### config.mk
export PLATFORM = sky130hd
export DESIGN_NAME = voce_ctl
export DESIGN_NICKNAME = d
export VERILOG_FILES = /design/src/hw/rtl/voce_pkg.sv /design/src/hw/rtl/voce_ctl.sv
export SDC_FILE = /design/constraint.sdc
export NUM_CORES = 1
export LEC_CHECK = 0
export BUFFER_PORTS_ARGS = -buffer_cell sky130_fd_sc_hd__buf_2
export CORE_AREA = 3 3 40 42
export CTS_CLUSTER_DIAMETER = 150
export DETAILED_ROUTE_END_ITERATION = 8
export DIE_AREA = 0 0 43 45
export PLACE_DENSITY = 0.7
export REMOVE_ABC_BUFFERS = 1
export SLEW_MARGIN = 0
export SYNTH_ARGS = -nofsm -noshare
export SYNTH_HDL_FRONTEND = slang
export SYNTH_SLANG_ARGS = --single-unit
### constraint.sdc
create_clock -name aclk -period 3.7 [get_ports aclk]
set_clock_uncertainty 0.05 [all_clocks]
set_input_delay 0.185 -clock aclk [delete_from_list [all_inputs] [get_ports aclk]]
set_output_delay 0.185 -clock aclk [all_outputs]
set_load 0.05 [all_outputs]
### src/hw/rtl/voce_pkg.sv
`timescale 1ns / 1ps
// ----------------------------------------------------------------------------
// voce_pkg
// Shared constants, types and exponential tables for the Voce hardening
// evaluator.
// ----------------------------------------------------------------------------
package voce_pkg;

    // Fractional exponential table depth, a power of two
    localparam int EXP_TABLE_ENTRIES = 256;
    localparam int EXP_ADDR_W        = $clog2(EXP_TABLE_ENTRIES);
    // Width of the reduced residual r (Q30, below one table step)
    localparam int EXP_R_W           = 30 - EXP_ADDR_W;
    localparam int EXP_INT_DEPTH     = 33;
    localparam int EXP_INT_AW        = $clog2(EXP_INT_DEPTH);

    localparam logic [63:0] ONE_Q60  = 64'd1 << 60;
    localparam logic [30:0] ONE_Q30  = 31'd1 << 30;
    localparam logic [61:0] RND_Q30  = 62'd1 << 29;
    localparam logic [16:0] THETA_ONE = 17'd65536;

    // Signed accumulator width for the final sums
    localparam int SUM_W = 68;

    // Pipeline stages
    localparam int NSTG     = 12;
    localparam int ST_X     = 0;   // exponent * strain
    localparam int ST_ROM   = 1;   // range reduction, table reads, r*r
    localparam int ST_EPROD = 2;   // EI*EF, polynomial p
    localparam int ST_E1    = 3;   // round EI*EF
    localparam int ST_EP    = 4;   // e1*p
    localparam int ST_E     = 5;   // round to E
    localparam int ST_DPROD = 6;   // |D|*E and |D|*(1-E) partials
    localparam int ST_DTERM = 7;   // round both
    localparam int ST_XPROD = 8;   // rnd(|D|E)*exponent partials
    localparam int ST_XTERM = 9;   // round
    localparam int ST_SUM   = 10;  // signed sums
    localparam int ST_OUT   = 11;  // clamp, output register

    typedef enum logic [2:0] {
        REG_YIELD    = 3'd0,
        REG_LINEAR   = 3'd1,
        REG_REF      = 3'd2,
        REG_INF      = 3'd3,
        REG_EXPONENT = 3'd4,
        REG_THETA    = 3'd5
    } cfg_reg_e;

    typedef struct packed {
        logic signed [47:0] y;     // yield stress
        logic [31:0]        d;     // hardening exponent, Q16.16
        logic [16:0]        thc;   // theta clamped to one
        logic [16:0]        thi;   // one - theta
        logic [47:0]        hm;    // |H|
        logic               hn;    // H negative
        logic [48:0]        dm;    // |Kinf - Kref|
        logic               dn;    // Kinf - Kref negative
    } voce_cfg_t;

    typedef struct packed {
        logic [NSTG-1:0] en;       // stage load enable
        logic [NSTG-1:0] vld;      // stage holds an item
    } voce_pipe_t;

    typedef logic [30:0] q30_t;
    typedef q30_t exp_int_rom_t  [0:EXP_INT_DEPTH-1];
    typedef q30_t exp_frac_rom_t [0:EXP_TABLE_ENTRIES-1];

    // exp(-num/N) in Q60 by a 24-term Taylor series, num <= N;
    // N is a power of two, so t/(N*k) is (t >> log2 N)/k
    function automatic logic [63:0] exp_frac_q60(input logic [63:0] num);
        logic [63:0] t;
        logic [63:0] pos;
        logic [63:0] neg;
        t = ONE_Q60; pos = ONE_Q60; neg = '0;
        t = (t >> EXP_ADDR_W) / 64'd1  * num; neg = neg + t;
        t = (t >> EXP_ADDR_W) / 64'd2  * num; pos = pos + t;
        t = (t >> EXP_ADDR_W) / 64'd3  * num; neg = neg + t;
        t = (t >> EXP_ADDR_W) / 64'd4  * num; pos = pos + t;
        t = (t >> EXP_ADDR_W) / 64'd5  * num; neg = neg + t;
        t = (t >> EXP_ADDR_W) / 64'd6  * num; pos = pos + t;
        t = (t >> EXP_ADDR_W) / 64'd7  * num; neg = neg + t;
        t = (t >> EXP_ADDR_W) / 64'd8  * num; pos = pos + t;
        t = (t >> EXP_ADDR_W) / 64'd9  * num; neg = neg + t;
        t = (t >> EXP_ADDR_W) / 64'd10 * num; pos = pos + t;
        t = (t >> EXP_ADDR_W) / 64'd11 * num; neg = neg + t;
        t = (t >> EXP_ADDR_W) / 64'd12 * num; pos = pos + t;
        t = (t >> EXP_ADDR_W) / 64'd13 * num; neg = neg + t;
        t = (t >> EXP_ADDR_W) / 64'd14 * num; pos = pos + t;
        t = (t >> EXP_ADDR_W) / 64'd15 * num; neg = neg + t;
        t = (t >> EXP_ADDR_W) / 64'd16 * num; pos = pos + t;
        t = (t >> EXP_ADDR_W) / 64'd17 * num; neg = neg + t;
        t = (t >> EXP_ADDR_W) / 64'd18 * num; pos = pos + t;
        t = (t >> EXP_ADDR_W) / 64'd19 * num; neg = neg + t;
        t = (t >> EXP_ADDR_W) / 64'd20 * num; pos = pos + t;
        t = (t >> EXP_ADDR_W) / 64'd21 * num; neg = neg + t;
        t = (t >> EXP_ADDR_W) / 64'd22 * num; pos = pos + t;
        t = (t >> EXP_ADDR_W) / 64'd23 * num; neg = neg + t;
        t = (t >> EXP_ADDR_W) / 64'd24 * num; pos = pos + t;
        return pos - neg;
    endfunction

    // exp(-1) in Q60, same series
    function automatic logic [63:0] exp_one_q60();
        logic [63:0] t;
        logic [63:0] pos;
        logic [63:0] neg;
        t = ONE_Q60; pos = ONE_Q60; neg = '0;
        t = t / 64'd1;  neg = neg + t;
        t = t / 64'd2;  pos = pos + t;
        t = t / 64'd3;  neg = neg + t;
        t = t / 64'd4;  pos = pos + t;
        t = t / 64'd5;  neg = neg + t;
        t = t / 64'd6;  pos = pos + t;
        t = t / 64'd7;  neg = neg + t;
        t = t / 64'd8;  pos = pos + t;
        t = t / 64'd9;  neg = neg + t;
        t = t / 64'd10; pos = pos + t;
        t = t / 64'd11; neg = neg + t;
        t = t / 64'd12; pos = pos + t;
        t = t / 64'd13; neg = neg + t;
        t = t / 64'd14; pos = pos + t;
        t = t / 64'd15; neg = neg + t;
        t = t / 64'd16; pos = pos + t;
        t = t / 64'd17; neg = neg + t;
        t = t / 64'd18; pos = pos + t;
        t = t / 64'd19; neg = neg + t;
        t = t / 64'd20; pos = pos + t;
        t = t / 64'd21; neg = neg + t;
        t = t / 64'd22; pos = pos + t;
        t = t / 64'd23; neg = neg + t;
        t = t / 64'd24; pos = pos + t;
        return pos - neg;
    endfunction

    // Product of two Q60 values no larger than one
    function automatic logic [63:0] mul_q60(input logic [63:0] a, input logic [63:0] b);
        logic [63:0] a1;
        logic [63:0] a0;
        logic [63:0] b1;
        logic [63:0] b0;
        a1 = a >> 30; a0 = a & 64'h3FFF_FFFF;
        b1 = b >> 30; b0 = b & 64'h3FFF_FFFF;
        return a1 * b1 + ((a1 * b0 + a0 * b1 + ((a0 * b0) >> 30)) >> 30);
    endfunction

    function automatic exp_int_rom_t build_int_rom();
        exp_int_rom_t rom;
        logic [63:0]  cur;
        logic [63:0]  e1;
        cur = ONE_Q60;
        e1  = exp_one_q60();
        for (int k = 0; k < EXP_INT_DEPTH; k++) begin
            rom[k] = 31'((cur + (64'd1 << 29)) >> 30);
            cur    = mul_q60(cur, e1);
        end
        return rom;
    endfunction

    function automatic exp_frac_rom_t build_frac_rom();
        exp_frac_rom_t rom;
        for (int k = 0; k < EXP_TABLE_ENTRIES; k++) begin
            rom[k] = 31'((exp_frac_q60(64'(k)) + (64'd1 << 29)) >> 30);
        end
        return rom;
    endfunction

    // exp(-n), n = 0..32, and exp(-i/N), Q30
    localparam exp_int_rom_t  EXP_INT_ROM  = build_int_rom();
    localparam exp_frac_rom_t EXP_FRAC_ROM = build_frac_rom();

endpackage

### src/hw/rtl/voce_ctl.sv
`timescale 1ns / 1ps
// ----------------------------------------------------------------------------
// voce_ctl
// Stage valid bits and per-stage load enables; bubbles collapse under stall.
// ----------------------------------------------------------------------------
module voce_ctl import voce_pkg::*; (
    input  logic       aclk,
    input  logic       aresetn,
    input  logic       s_tvalid,
    input  logic       m_tready,
    output logic       s_tready,
    output voce_pipe_t pipe
);

    logic [NSTG-1:0] vld_reg;
    logic [NSTG-1:0] vld_next;
    logic [NSTG-1:0] en;

    // a stage loads when it is empty or its successor moves on
    always_comb begin
        en[NSTG-1] = !vld_reg[NSTG-1] || m_tready;
        for (int k = NSTG - 2; k >= 0; k--) begin
            en[k] = !vld_reg[k] || en[k+1];
        end
    end

    always_comb begin
        vld_next[0] = en[0] ? s_tvalid : vld_reg[0];
        for (int k = 1; k < NSTG; k++) begin
            vld_next[k] = en[k] ? vld_reg[k-1] : vld_reg[k];
        end
    end

    always_ff @(posedge aclk) begin
        if (!aresetn) begin
            vld_reg <= '0;
        end else begin
            vld_reg <= vld_next;
        end
    end

    assign s_tready = en[0];
    assign pipe.en  = en;
    assign pipe.vld = vld_reg;

    a_free_out_opens_input: assert property (@(posedge aclk) disable iff (!aresetn)
        (m_tready || !vld_reg[NSTG-1]) |-> s_tready)
        else $error("input blocked although the output side can move");

    a_accept_enters: assert property (@(posedge aclk) disable iff (!aresetn)
        (s_tvalid && s_tready) |=> vld_reg[0])
        else $error("accepted transfer did not enter the first stage");

    a_held_stage_kept: assert property (@(posedge aclk) disable iff (!aresetn)
        1'b1 |=> ((vld_reg & $past(vld_reg & ~en)) == $past(vld_reg & ~en)))
        else $error("stalled stage lost its item");

endmodule

==> impl_metrics.json <==
{
  "vdd.ir_drop.worst_v": 0.0001690,
  "drt-total-wl_mm": 1.054,
  "yosys.cell_types.count": 21,
  "crit_chain": "nand4b_4 > nor4_4 > nand3_2 > buf_2",
  "drc_errors": 0,
  "overflow": 0,
  "gp_congestion": 0.7007,
  "fin_setup_tns_ps": 0,
  "slowest_delay_ps": 430,
  "design_area_sq_um": 675.6,
  "grt_pass1_wl_mm": 1.704,
  "rows": 13,
  "drtIter0Drc": 6,
  "dpl-instance-area_sq_um": 653.1,
  "antenna_found_initial": 0,
  "io_pins": 29,
  "grt.total_usage": 0.1173,
  "min_period_ps": 1859,
  "finalCritPeriodShare": 0.5025,
  "cts_hold_buf": 0,
  "synth_area_per_cell_sq_um": 9.537,
  "outcome": "completed",
  "wire_per_inst_um": 10.87,
  "dr.pass1.iters": 2,
  "start_kind": "register",
  "fillCellCount": 130,
  "crit_buf_inv": 1,
  "ant_nets": 0,
  "ys_seq_area_frac": 0.4752,
  "final_common_cell": "buf_2",
  "largest_reg_flops": 12,
  "grt_max_degree": 14,
  "report.final.slew_viol_count": 0,
  "critPathMaxFanout": 5,
  "cp-end-kind": "primary output",
  "worst_pin_slew_ps": 325.1,
  "grt_pass1_vias": 408,
  "ys_ff_latch": 12,
  "die_h_um": 45,
  "hold_class": "in -> reg",
  "cts_buffers": 3,
  "cp_data_arrival_time_ps": 1620,
  "htree_levels": 1,
  "root_buffer": "clkbuf_4",
  "rsz0062_at_grt": "false",
  "drv_cap": 0,
  "areaGrowthSynthToFinish_pct": 33.66,
  "final_nets": 88,
  "viasPerCell": 4.701,
  "setup-violations-final": 0,
  "crit_type": "reg -> out",
  "yosys_warnings": 0,
  "cts_setup_buffers": 0,
  "cts_resized": 0,
  "die_x_um": 43,
  "vias": 456,
  "drive_gt1_frac": 0.4634,
  "timing.fmax_mhz": 537.9,
  "hold_viol_final": 0,
  "cts.sinks": 12,
  "slew-limit-headroom": 0.7817,
  "cp.required_ps": 3460,
  "dp_hpwl_um": 831.1,
  "cts_tree": "yes",
  "crit_slowest_cell": "dfxtp_1",
  "port_buffers": 28,
  "fp.coreArea_sq_um": 1285,
  "clk_pin_slew_ps": 70,
  "die_area_sq_um": 1935,
  "r2r_slack_ps": 2320,
  "power.density_nw_per_um2": 333.3,
  "netlist_area_sq_um": 505.5,
  "power_leakage_nw": 0.3175,
  "cts_buffer_depth": 2,
  "clk_latency_ps": 270,
  "initial_core_util": 0.3934,
  "critPathTopFamily": "simple AND/OR/NAND/NOR gates",
  "total_power_w": 0.0002252,
  "final_cell_mix": "buf_2, dfxtp_1, inv_1, nand2_1, o21a_1",
  "diodes": 0,
  "syn_inst": 53
}
## synthesized netlist by cell type, drive strengths merged
cell type,instances,area (sq um)
o21ai,1,5.000
nor4,1,21.27
nor3,1,10.01
nor2b,2,12.51
nor2,1,3.750
a21boi,5,41.29
o21a,5,37.54
nand3,4,25.02
inv,10,37.53
and2,1,6.260
buf,1,7.510
a21oi,1,5.000
nand4b,1,23.77
dfxtp,12,240.2
nand2,6,25.03
clkbuf,1,3.750
## metrics by stage
stage               utilization  worst slack [ps]  hold WS, ps  instances
floorplan                     -              1256        252.6         51
global placement         0.5083              2159        379.8         94
detailed placement       0.5083              2108        387.2         94
CTS                      0.5258              1813        95.23         97
global route             0.5258              1722        110.0         97
finish                   0.5258              1841        99.65         97
## worst reg2reg max path, stage by stage (launching register included)
cell and delay (ps):
dfxtp_1 430, nand4b_4 170, nor4_4 390, nand3_2 140
a21boi_2 140
## final timing paths
check,start,to,depth (start not counted)
worst max-delay path,vld_reg[10]$_SDFFE_PN0P_,pipe[12],4
worst min-delay path,s_tvalid,vld_reg[0]$_SDFFE_PN0P_,3
worst max register to register,vld_reg[10]$_SDFFE_PN0P_,vld_reg[0]$_SDFFE_PN0P_,4
worst min register to register,vld_reg[2]$_SDFFE_PN0P_,vld_reg[3]$_SDFFE_PN0P_,2
## metal layers
layer  up-vias  share of wire  GRT usage
met2        20           0.44     0.1856
met1       203           0.45     0.1446
met3         4          0.092    0.02789
li1        229              -          -
met5         -              0          0
met4         0          0.013    0.07229
## cell type report
cell class / instances / area, sq um / area share
clock buffers: 3 / 22.52 / 0.03333
inverters: 10 / 37.54 / 0.05556
multi-input cells: 29 / 216.5 / 0.3204
flip-flops and latches: 12 / 240.2 / 0.3556
well taps: 15 / 18.77 / 0.02778
repair buffers: 28 / 140.1 / 0.2074
## power breakdown
group	internal [W]	switching (W)
clock	0.0000376	0.0000404
combinational	0.00000480	0.00000985
sequential	0.000131	0.00000165
total	0.000173	0.0000519
## logic make-up after synthesis
group | Yosys count | share of synthesized area
buffers and inverters | 12 | 0.09652
AOI/OAI and AO/OA | 12 | 0.1757
and+or+nand+nor | 17 | 0.2525
DFF | 12 | 0.4752
Power figures use the tool's default switching activity.
